**src/sv/trs_pkg.sv**
```systemverilog
`default_nettype none
package trs_pkg;

   localparam int NumTopicsDefault = 4;
   localparam int DepthDefault = 8;

   localparam logic [1:0] KIND_ENQ = 2'd0;
   localparam logic [1:0] KIND_LOOK = 2'd1;
   localparam logic [1:0] KIND_DEQ = 2'd2;
   localparam logic [1:0] KIND_TICK = 2'd3;

   localparam logic [2:0] ST_OK = 3'd0;
   localparam logic [2:0] ST_NONE = 3'd1;
   localparam logic [2:0] ST_FULL = 3'd2;
   localparam logic [2:0] ST_NOCONT = 3'd3;
   localparam logic [2:0] ST_UNKNOWN = 3'd4;
   localparam logic [2:0] ST_NOTAGED = 3'd5;

   localparam logic [2:0] CSR_AGE = 3'd0;
   localparam logic [2:0] CSR_TOPICS = 3'd1;
   localparam logic [2:0] CSR_CAP0 = 3'd2;
   localparam logic [2:0] CSR_CAP3 = 3'd5;

   typedef struct packed {
      logic [1:0]  kind;
      logic [1:0]  topic;
      logic [31:0] last_entry;
      logic [15:0] publisher_id;
      logic [31:0] content_word;
      logic        has_content;
   } req_type;

   typedef struct packed {
      logic [2:0]  status;
      logic [31:0] entry_number;
      logic [15:0] found_publisher;
      logic [31:0] found_content;
      logic [31:0] found_stamp;
   } rsp_type;

   // Commands from the controller to the datapath.
   typedef struct packed {
      logic load;      // capture request and topic bookkeeping
      logic tick;      // advance time
      logic enq;       // write slot, bump fill and number
      logic rd;        // issue slot read at scan offset
      logic scan_next; // advance scan offset
      logic pass2;     // restart scan for the larger-number pass
      logic deq;       // pop head
      logic set_rsp;   // load result from status code
      logic rsp_found; // result carries the read slot
      logic [2:0] code;
   } cmd_type;

   // Status from the datapath to the controller.
   typedef struct packed {
      logic known;
      logic full;
      logic empty;
      logic has_content;
      logic scan_end;
      logic hit_eq;
      logic hit_gt;
      logic aged;
   } sts_type;

endpackage
`default_nettype wire

```
**src/sv/trs_datapath.sv**
```systemverilog
`default_nettype none
module trs_datapath #(
   parameter int NUM_TOPICS = trs_pkg::NumTopicsDefault,
   parameter int DEPTH = trs_pkg::DepthDefault
) (
   input  wire logic             clock,
   input  wire logic             reset,
   input  wire logic             csr_write,
   input  wire logic [2:0]       csr_index,
   input  wire logic [31:0]      csr_data,
   input  wire trs_pkg::req_type req_payload,
   input  wire trs_pkg::cmd_type cmd,
   output trs_pkg::sts_type      sts,
   output trs_pkg::rsp_type      rsp_payload
);
   import trs_pkg::*;

   localparam int TW = (NUM_TOPICS > 1) ? $clog2(NUM_TOPICS) : 1;
   localparam int DW = $clog2(DEPTH);
   localparam int CW = DW + 1;
   localparam int SW = TW + DW;
   localparam int NS = NUM_TOPICS * (1 << DW);

   logic [31:0] age_ff;
   logic [2:0]  topics_ff;
   logic [3:0]  cap_ff [4];
   logic [31:0] next_ff, now_ff;
   logic [DW-1:0] head_ff [NUM_TOPICS];
   logic [CW-1:0] fill_ff [NUM_TOPICS];

   logic [31:0] mem_num [NS];
   logic [15:0] mem_pub [NS];
   logic [31:0] mem_cont [NS];
   logic [31:0] mem_stamp [NS];

   req_type       q_ff;
   logic          known_ff;
   logic [TW-1:0] t_ff;
   logic [DW-1:0] hd_ff;
   logic [CW-1:0] n_ff;
   logic [CW-1:0] k_ff;
   logic [31:0]   want_ff;
   logic [31:0]   r_num_ff, r_stamp_ff, r_cont_ff;
   logic [15:0]   r_pub_ff;
   rsp_type       rsp_ff, rsp_in;

   logic [TW-1:0] t_sel;
   logic          known_c;
   logic [3:0]    cap_c;
   logic [CW:0]   cap_lim;
   logic [DW:0]   pos;
   logic [DW-1:0] off;
   logic [SW-1:0] addr;
   logic [DW:0]   wpos;
   logic [DW-1:0] woff;
   logic [SW-1:0] waddr;
   logic [31:0]   age;

   always_comb begin
      t_sel = TW'(req_payload.topic);
      known_c = ({1'b0, req_payload.topic} < topics_ff)
         && ({30'd0, req_payload.topic} < NUM_TOPICS);
      cap_c = cap_ff[q_ff.topic];
      cap_lim = (32'(cap_c) > DEPTH) ? (CW+1)'(DEPTH) : (CW+1)'(cap_c);
      pos = {1'b0, hd_ff} + k_ff[DW:0];
      off = (pos >= (DW+1)'(DEPTH)) ? DW'(pos - (DW+1)'(DEPTH)) : pos[DW-1:0];
      addr = {t_ff, off};
      wpos = {1'b0, hd_ff} + n_ff[DW:0];
      woff = (wpos >= (DW+1)'(DEPTH)) ? DW'(wpos - (DW+1)'(DEPTH)) : wpos[DW-1:0];
      waddr = {t_ff, woff};
      age = now_ff - r_stamp_ff;
      sts.known = known_ff;
      sts.full = {1'b0, n_ff} >= cap_lim;
      sts.empty = (n_ff == '0);
      sts.has_content = q_ff.has_content;
      sts.scan_end = (k_ff == n_ff);
      sts.hit_eq = (r_num_ff == want_ff);
      sts.hit_gt = (r_num_ff > want_ff);
      sts.aged = (age > age_ff);
   end

   always_comb begin
      rsp_in = rsp_ff;
      if (cmd.set_rsp) begin
         rsp_in = '0;
         rsp_in.status = cmd.code;
         if (cmd.enq) rsp_in.entry_number = next_ff;
         if (cmd.rsp_found) begin
            rsp_in.entry_number = r_num_ff;
            rsp_in.found_publisher = r_pub_ff;
            rsp_in.found_content = r_cont_ff;
            rsp_in.found_stamp = r_stamp_ff;
         end
      end
   end

   always_ff @(posedge clock) begin
      if (reset) begin
         age_ff <= '0;
         topics_ff <= '0;
         for (int i = 0; i < 4; i++) cap_ff[i] <= 4'd8;
         next_ff <= 32'd1;
         now_ff <= '0;
         for (int i = 0; i < NUM_TOPICS; i++) begin
            head_ff[i] <= '0;
            fill_ff[i] <= '0;
         end
      end else begin
         if (csr_write) begin
            unique case (csr_index) inside
               CSR_AGE: age_ff <= csr_data;
               CSR_TOPICS: topics_ff <= csr_data[2:0];
               [CSR_CAP0:CSR_CAP3]: cap_ff[2'(csr_index - CSR_CAP0)] <= csr_data[3:0];
               default: ;
            endcase
         end
         if (cmd.tick) now_ff <= now_ff + 32'd1;
         if (cmd.enq) begin
            fill_ff[t_ff] <= n_ff + CW'(1);
            next_ff <= next_ff + 32'd1;
         end
         if (cmd.deq) begin
            head_ff[t_ff] <= (hd_ff == DW'(DEPTH - 1)) ? '0 : hd_ff + DW'(1);
            fill_ff[t_ff] <= n_ff - CW'(1);
         end
      end
   end

   always_ff @(posedge clock) begin
      if (cmd.load) begin
         q_ff <= req_payload;
         known_ff <= known_c;
         t_ff <= t_sel;
         hd_ff <= head_ff[t_sel];
         n_ff <= fill_ff[t_sel];
         k_ff <= '0;
         want_ff <= req_payload.last_entry + 32'd1;
      end else if (cmd.pass2) begin
         k_ff <= '0;
      end else if (cmd.scan_next) begin
         k_ff <= k_ff + CW'(1);
      end
      if (cmd.enq) begin
         mem_num[waddr] <= next_ff;
         mem_pub[waddr] <= q_ff.publisher_id;
         mem_cont[waddr] <= q_ff.content_word;
         mem_stamp[waddr] <= now_ff;
      end
      if (cmd.rd) begin
         r_num_ff <= mem_num[addr];
         r_pub_ff <= mem_pub[addr];
         r_cont_ff <= mem_cont[addr];
         r_stamp_ff <= mem_stamp[addr];
      end
      rsp_ff <= rsp_in;
   end

   assign rsp_payload = rsp_ff;

endmodule
`default_nettype wire

```
**src/sv/trs_control.sv**
```systemverilog
`default_nettype none
module trs_control (
   input  wire logic             clock,
   input  wire logic             reset,
   input  wire logic             req_valid,
   output logic                  req_stall,
   output logic                  rsp_valid,
   input  wire logic             rsp_stall,
   input  wire logic [1:0]       kind,
   input  wire trs_pkg::sts_type sts,
   output trs_pkg::cmd_type      cmd
);
   import trs_pkg::*;

   localparam logic [2:0] S_IDLE = 3'd0;
   localparam logic [2:0] S_DECIDE = 3'd1;
   localparam logic [2:0] S_READ = 3'd2;
   localparam logic [2:0] S_CHECK = 3'd3;
   localparam logic [2:0] S_DEQ = 3'd4;
   localparam logic [2:0] S_OUT = 3'd5;

   logic [2:0] state_ff, state_in;
   logic [1:0] kind_ff;
   logic       pass_ff, pass_in;
   logic       rv_ff, rv_in;

   assign req_stall = reset || (state_ff != S_IDLE) || (rv_ff && rsp_stall);
   assign rsp_valid = rv_ff;

   always_comb begin
      state_in = state_ff;
      pass_in = pass_ff;
      rv_in = rv_ff && rsp_stall;
      cmd = '0;
      unique case (state_ff)
         S_IDLE: begin
            if (req_valid && !req_stall) begin
               cmd.load = 1'b1;
               if (kind == KIND_TICK) begin
                  cmd.tick = 1'b1;
                  cmd.set_rsp = 1'b1;
                  cmd.code = ST_OK;
                  rv_in = 1'b1;
               end else begin
                  state_in = S_DECIDE;
               end
            end
         end
         S_DECIDE: begin
            cmd.set_rsp = 1'b1;
            state_in = S_IDLE;
            pass_in = 1'b0;
            if (!sts.known) cmd.code = ST_UNKNOWN;
            else if (kind_ff == KIND_ENQ) begin
               if (sts.full) cmd.code = ST_FULL;
               else if (!sts.has_content) cmd.code = ST_NOCONT;
               else begin
                  cmd.code = ST_OK;
                  cmd.enq = 1'b1;
               end
            end else if (sts.empty) cmd.code = ST_NONE;
            else begin
               cmd.set_rsp = 1'b0;
               state_in = S_READ;
            end
            if (cmd.set_rsp) rv_in = 1'b1;
         end
         S_READ: begin
            cmd.rd = 1'b1;
            cmd.scan_next = 1'b1;
            state_in = (kind_ff == KIND_DEQ) ? S_DEQ : S_CHECK;
         end
         S_CHECK: begin
            if (pass_ff ? sts.hit_gt : sts.hit_eq) begin
               cmd.set_rsp = 1'b1;
               cmd.rsp_found = 1'b1;
               cmd.code = ST_OK;
               rv_in = 1'b1;
               state_in = S_IDLE;
            end else if (!sts.scan_end) begin
               state_in = S_READ;
            end else if (!pass_ff) begin
               pass_in = 1'b1;
               cmd.pass2 = 1'b1;
               state_in = S_READ;
            end else begin
               cmd.set_rsp = 1'b1;
               cmd.code = ST_NONE;
               rv_in = 1'b1;
               state_in = S_IDLE;
            end
         end
         S_DEQ: begin
            cmd.set_rsp = 1'b1;
            rv_in = 1'b1;
            state_in = S_IDLE;
            if (sts.aged) begin
               cmd.deq = 1'b1;
               cmd.rsp_found = 1'b1;
               cmd.code = ST_OK;
            end else begin
               cmd.code = ST_NOTAGED;
            end
         end
         default: state_in = S_IDLE;
      endcase
   end

   always_ff @(posedge clock) begin
      if (reset) begin
         state_ff <= S_IDLE;
         pass_ff <= 1'b0;
         rv_ff <= 1'b0;
         kind_ff <= KIND_TICK;
      end else begin
         state_ff <= state_in;
         pass_ff <= pass_in;
         rv_ff <= rv_in;
         if (cmd.load) kind_ff <= kind;
      end
   end

endmodule
`default_nettype wire

```
**src/sv/topic_ring_store_unit.sv**
```systemverilog
`default_nettype none
// Topic ring store: one ring queue per topic in a shared slot memory. Each
// request gives exactly one response. A tick is answered directly from idle;
// enqueue and refusals are answered from the decide state, and dequeue after
// a slot read. A lookup reads slots in the read and check states, up to
// twice the fill of the topic when no equal number is found. The next request
// is taken once the current one has its response registered and that response
// is taken or not stalled.
module topic_ring_store_unit #(
   parameter int NUM_TOPICS = trs_pkg::NumTopicsDefault,
   parameter int DEPTH = trs_pkg::DepthDefault
) (
   input  wire logic             clock,
   input  wire logic             reset,
   input  wire logic             req_valid,
   output logic                  req_stall,
   input  wire trs_pkg::req_type req_payload,
   output logic                  rsp_valid,
   input  wire logic             rsp_stall,
   output trs_pkg::rsp_type      rsp_payload,
   input  wire logic             csr_write,
   input  wire logic [2:0]       csr_index,
   input  wire logic [31:0]      csr_data
);
   import trs_pkg::*;

   cmd_type cmd;
   sts_type sts;

   trs_control u_ctl (
      .clock(clock), .reset(reset), .req_valid(req_valid), .req_stall(req_stall),
      .rsp_valid(rsp_valid), .rsp_stall(rsp_stall), .kind(req_payload.kind),
      .sts(sts), .cmd(cmd)
   );

   trs_datapath #(.NUM_TOPICS(NUM_TOPICS), .DEPTH(DEPTH)) u_dp (
      .clock(clock), .reset(reset), .csr_write(csr_write), .csr_index(csr_index),
      .csr_data(csr_data), .req_payload(req_payload), .cmd(cmd), .sts(sts),
      .rsp_payload(rsp_payload)
   );

endmodule
`default_nettype wire
```
**config.mk**
```make
export PLATFORM = sky130hd
export DESIGN_NAME = topic_ring_store_unit
export DESIGN_NICKNAME = d
export VERILOG_FILES = /design/src/sv/trs_pkg.sv /design/src/sv/trs_datapath.sv /design/src/sv/trs_control.sv /design/src/sv/topic_ring_store_unit.sv
export SDC_FILE = /design/constraint.sdc
export NUM_CORES = 2
export LEC_CHECK = 0
export BUFFER_PORTS_ARGS = -buffer_cell sky130_fd_sc_hd__buf_2
export CAP_MARGIN = 20
export CORE_UTILIZATION = 29
export DETAILED_ROUTE_END_ITERATION = 10
export GPL_ROUTABILITY_DRIVEN = 0
export PLACE_DENSITY = 0.4
export SYNTH_ARGS = -nofsm -noshare
export SYNTH_HDL_FRONTEND = slang
export SYNTH_HIERARCHICAL = 1
export SYNTH_SLANG_ARGS = --single-unit
```
**constraint.sdc**
```tcl
create_clock -name clock -period 10.8 [get_ports clock]
set_input_delay 0.54 -clock clock [delete_from_list [all_inputs] [get_ports clock]]
set_output_delay 0.54 -clock clock [all_outputs]
set_load 0.05 [all_outputs]
```
; ---- After elaboration in Yosys (flattened, before gate mapping)
; Memory sizes are Yosys's and may differ from the RTL's. A register that Yosys moved wholly into a read port is not among the register bits.
; Cells that the tools add are included.
; W data, S select, Z words.
[totals]
ram_bits = 3628
reg_bits = 309
n_memories = 7
elab_cells = 171
in_bits = 125
out_inout_bits = 117
[memory_table]
columns = name, words, word_bits, rd, rd_ports_with_merged_regs, write_ports, line_no
row1 = u_dp.mem_cont, 32, 32, 1, 1, 1, trs_datapath.sv:33  ; logic [31:0] mem_cont [NS];
row2 = u_dp.mem_num, 32, 32, 1, 1, 1, trs_datapath.sv:31  ; logic [31:0] mem_num [NS];
row3 = u_dp.mem_stamp, 32, 32, 1, 1, 1, trs_datapath.sv:34  ; logic [31:0] mem_stamp [NS];
row4 = u_dp.mem_pub, 32, 16, 1, 1, 1, trs_datapath.sv:32  ; logic [15:0] mem_pub [NS];
row5 = u_dp.cap_ff, 4, 4, 1, 1, 4, trs_datapath.sv:26  ; logic [3:0] cap_ff [4];
row6 = u_dp.fill_ff, 4, 4, 1, 1, 4, trs_datapath.sv:29  ; logic [CW-1:0] fill_ff [NUM_TOPICS];
row7 = +1 memories, --, --, --, --, --, --
[classes]
n_eq_ne = 14
add_sub_neg = 13
bitwise = 1
muxes = 87
reduce_logical = 20
order_cmp = 9
[op_table]
columns = operator, n
row1 = $mux W112, 1
row2 = $add A32 B1 Y32 const B, 3
row3 = $gt A32 B32 Y1, 2
row4 = $mux W1, 48
row5 = $mux W3, 16
row6 = $eq A32 B32 Y1, 1
row7 = $mux W32, 1
row8 = $sub A32 B32 Y32, 1
row9 = $mux W2, 11
row10 = $mux W4, 4
row11 = $pmux W3 S4, 1
row12 = $pmux W3 S3, 1
row13 = $add A3 B4 Y4, 2
row14 = $add A4 B1 Y4 const B, 2
row15 = $ge A4 B4 Y1 const B, 2
row16 = $pmux W1 S4, 2
row17 = $reduce_or A4 Y1, 2
row18 = $eq A3 B1 Y1 const B, 2
row19 = $eq A3 B2 Y1 const B, 2
row20 = $eq A3 B3 Y1 const B, 2
row21 = $logic_not A3 Y1, 2
row22 = $reduce_and A2 Y1, 3
row23 = $sub A3 B1 Y3 const B, 2
row24 = $ge A4 B5 Y1, 1
row25 = 23 further kinds, 30

; ---- Longest topological paths before layout
[logic_depth]
depth_word = 13
depth_mapped = 28
mapped_depth_nobuf = 28

; ---- By module
; Netlist, hierarchy kept.
[modules_own_cells]
columns = module, n_inst, area_each_um2, cells_each, seq_area_each_um2
row1 = trs_datapath, 1, 157063.1, 8094, 120595.7
row2 = trs_control, 1, 495.5, 66, 140.1

; ---- Worst setup path before layout
; Ideal clock, no wire load.
[synth_path]
path_kind = register -> register
start = register with a tool-made name
end = memory u_dp.mem_cont[12][0] (enable)
period_less_slack_ns = 8.302
setup_time_ns = 0.584
path_stages_with_launch = 13
arrival_time_ns = 7.717
required_ns = 10.216
path_buffers = 0
slack_ns = 2.498
cell_sequence = dfxtp_1 > mux4_2 > nor2b_1 > ha_1 > nand2b_1 > a21oi_1 > nor2b_1 > o21ai_0 > nand2b_1 > nor3b_1 > or3b_2 > nand2b_1 > nor2_1
[synth_rtl]
columns = item, line_no
row1 = "end, declared", trs_datapath.sv:33

==> results.cfg <==
[min_path]
min_path_type = primary input to register

[floorplanning]
fp.dieW_um = 739.1
die-area_mm2 = 0.5463
start_util = 0.2913
coreArea_mm2 = 0.5409
num_rows = 270
io_pins = 242
die_y_um = 739.1

[layout]
fin_nets = 9070
drive_gt1_frac = 0.2258
final_cell_mix = edfxtp_1, nand2_1, mux4_2, a21oi_1, clkbuf_16
area_growth_pct = 17.53
mostFrequentLayoutCell = edfxtp_1

[setup_path]
cp.required_ns = 11.51
ff2ff_setup_slack_ns = 3.36
end_kind = register
worstSetupPathType = register to register
cp_max_fo = 59
arrival_ns = 8.15
worstSetupStartpointType = register

[global_route]
grt_antenna_before_repair = 34
grtUsageTotal = 0.1738
grt-ovfl-total = 0
grt_max_degree = 139
grt_pass1_vias = 85330
grt_pass1_wl_um = 676600

[drt]
antenna_left = 0
wl_um = 484400
drt-pass1-iter-count = 5
viasPerCell = 4.927
drtIter0Drc = 6940
num_vias = 80930
wl_per_cell_um = 29.49
post-route-drc-count = 0

[sta]
fmax_mhz = 134.4
maxSlewHeadroom = 0.2093
rsz0062_at_grt = no
fin_tns_setup_ns = 0
tightest_slew_ns = 1.186
fin_crit_ns = 7.438
setup-violations-final = 0
skew_ns = 0.04472
finalCritPeriodShare = 0.6887
hold_viol_final = 0
drv_slew = 0

[logic_synthesis]
synth_ff_type = edfxtp_1
synth-seq-area-share = 0.7663
synthArstFlopShare = 0
synthesis.area_mm2 = 0.1576
netlist_instances = 8160
synth.avg_cell_area_um2 = 19.31
synth_edf_count = 3946
synth.distinct_cells = 69
synth-seq-cells = 4058
synth.top_cells.by_area = edfxtp_1, mux4_2, nand2_1
synth_top_cell_area_share = 0.7521
synth_nets = 8399
synth.largest_area_cell = edfxtp_1
yosysWarnings = 6

[power]
leakage_nw = 61.51
p_total_mw = 35.34
power_density_mw_per_mm2 = 190.8
max-vdd-ir-drop_mv = 0.1305

[clocking]
clk_latency_ns = 1.02
clk_pin_slew_ns = 0.06
cts_setup_buffers = 0
htree_levels = 5
cts_tree = done
tritoncts.num_buffers = 450
clk_path_buf_depth = 4
clock_sinks = 4058
cts-resized-gates = 0
root_buffer = clkbuf_16

[outcome]
status = finished, final reports clean

[place]
port_buffers = 241
dp_hpwl_um = 251000

[run]
cap_violations = 0
[area by class of cell]
cell class                      count  area (µm²)
Inverter                          126       473.0
Multi-Input combinational cell   3565       34880
Antenna cell                       16       40.04
Tap cell                         7208        9019
Fill cell                       51080      355700
Sequential cell                  4058      120700
Clock inverter                    232        2136
Clock buffer                      589       12040
Timing Repair Buffer              630        5852
[timing repair]
action                                  4_1_cts  5_1_grt
hold buffers                                144        0
endpoints found under the setup margin        0        0
hold endpoints to repair                    168        0
[registers in the layout, summed over array words and instances (netlist names), 4 cells and up, named ones only]
register	count
u_dp/r_cont_ff	32
u_dp/q_ff	48
u_dp/n_ff	4
u_dp/age_ff	32
u_dp/r_pub_ff	16
u_dp/now_ff	32
u_dp/r_num_ff	32
u_dp/cap_ff	16
u_dp/mem_pub	512
u_dp/next_ff	32
u_dp/k_ff	4
u_dp/mem_stamp	1024
u_dp/mem_num	1024
u_dp/r_stamp_ff	32
u_dp/mem_cont	1024
u_dp/want_ff	32
u_dp/head_ff	12
u_dp/fill_ff	16
u_dp/rsp_payload	115
[critical path, stage by stage (launching register included)]
cell      delay, ns
edfxtp_1       0.37
ha_1           0.18
inv_1          0.06
fa_1           0.41
a21o_1         0.20
a221oi_2       0.46
and4_1         0.36
nor4_1         0.08
a311o_1        0.41
a311oi_2       0.35
xnor2_1        0.13
ha_1           0.30
nand4_1        0.12
or3_1          0.35
nor3_1         0.31
o311a_1        0.28
a211oi_1       0.06
and3_1         0.16
a31oi_2        0.81
and2_1         0.48
a31o_4         0.34
buf_4          0.65
o21ai_0        0.21
[cell usage after synthesis, types with 23 or more instances]
library cell / instances
buf_2: 71
dfxtp_1: 112
nand3_1: 43
a21o_1: 33
and2_1: 102
edfxtp_1: 3946
nand4_1: 44
buf_1: 36
clkbuf_1: 270
buf_6: 23
nor2_1: 156
inv_1: 126
xnor2_1: 65
mux4_2: 907
ha_1: 110
or4_1: 112
a21oi_1: 549
nand2_1: 1104
o21ai_0: 70
xor2_1: 61
[kinds of logic after synthesis]
family,synth area share
xor gates and xnor gates,0.007004
adders and majority gates,0.009244
AOI/OAI and AO/OA,0.02452
muxes,0.1302
and+or+nand+nor,0.04800
buffers and inverters,0.01470
DFF,0.7663
[worst paths after layout]
path	to	from	depth (start not counted)
worst max-delay path	u_dp/rsp_payload[101]	u_dp/r_stamp_ff[0]	22
worst min-delay path	u_dp/q_ff[38]	req_payload[38]	2
worst max register to register	u_dp/rsp_payload[101]	u_dp/r_stamp_ff[0]	22
worst min register to register	u_dp/age_ff[19]	u_dp/age_ff[19]	2
[where the power goes]
part	switching [mW]	total [mW]	internal, mW
logic	1.80	3.13	1.33
registers	0.0763	17.3	17.2
clock network	6.35	14.9	8.58
[layer usage]
| layer | part of all wire | global-route usage |
|---|---|---|
| met5 | 0.000027 | 0 |
| met4 | 0.024 | 0.04223 |
| met3 | 0.051 | 0.02674 |
| met2 | 0.47 | 0.2819 |
| met1 | 0.45 | 0.2456 |
[through the flow]
step / area (µm²) / std cells / utilization / hold WS (ns) / setup slack (ns)
after global routing: 185100 / 16410 / 0.3423 / 0.2117 / 2.820
after global placement: 168400 / 15400 / 0.3114 / 0.4465 / 2.838
after floorplan: 157600 / 8160 / - / 0.4363 / 2.498
after CTS: 184300 / 16380 / 0.3407 / 0.1249 / 2.873
after detailed placement: 168700 / 15410 / 0.3118 / 0.4507 / 2.908
final: 185200 / 16420 / 0.3424 / 0.2440 / 3.362
Power figures use the tool's default switching activity.
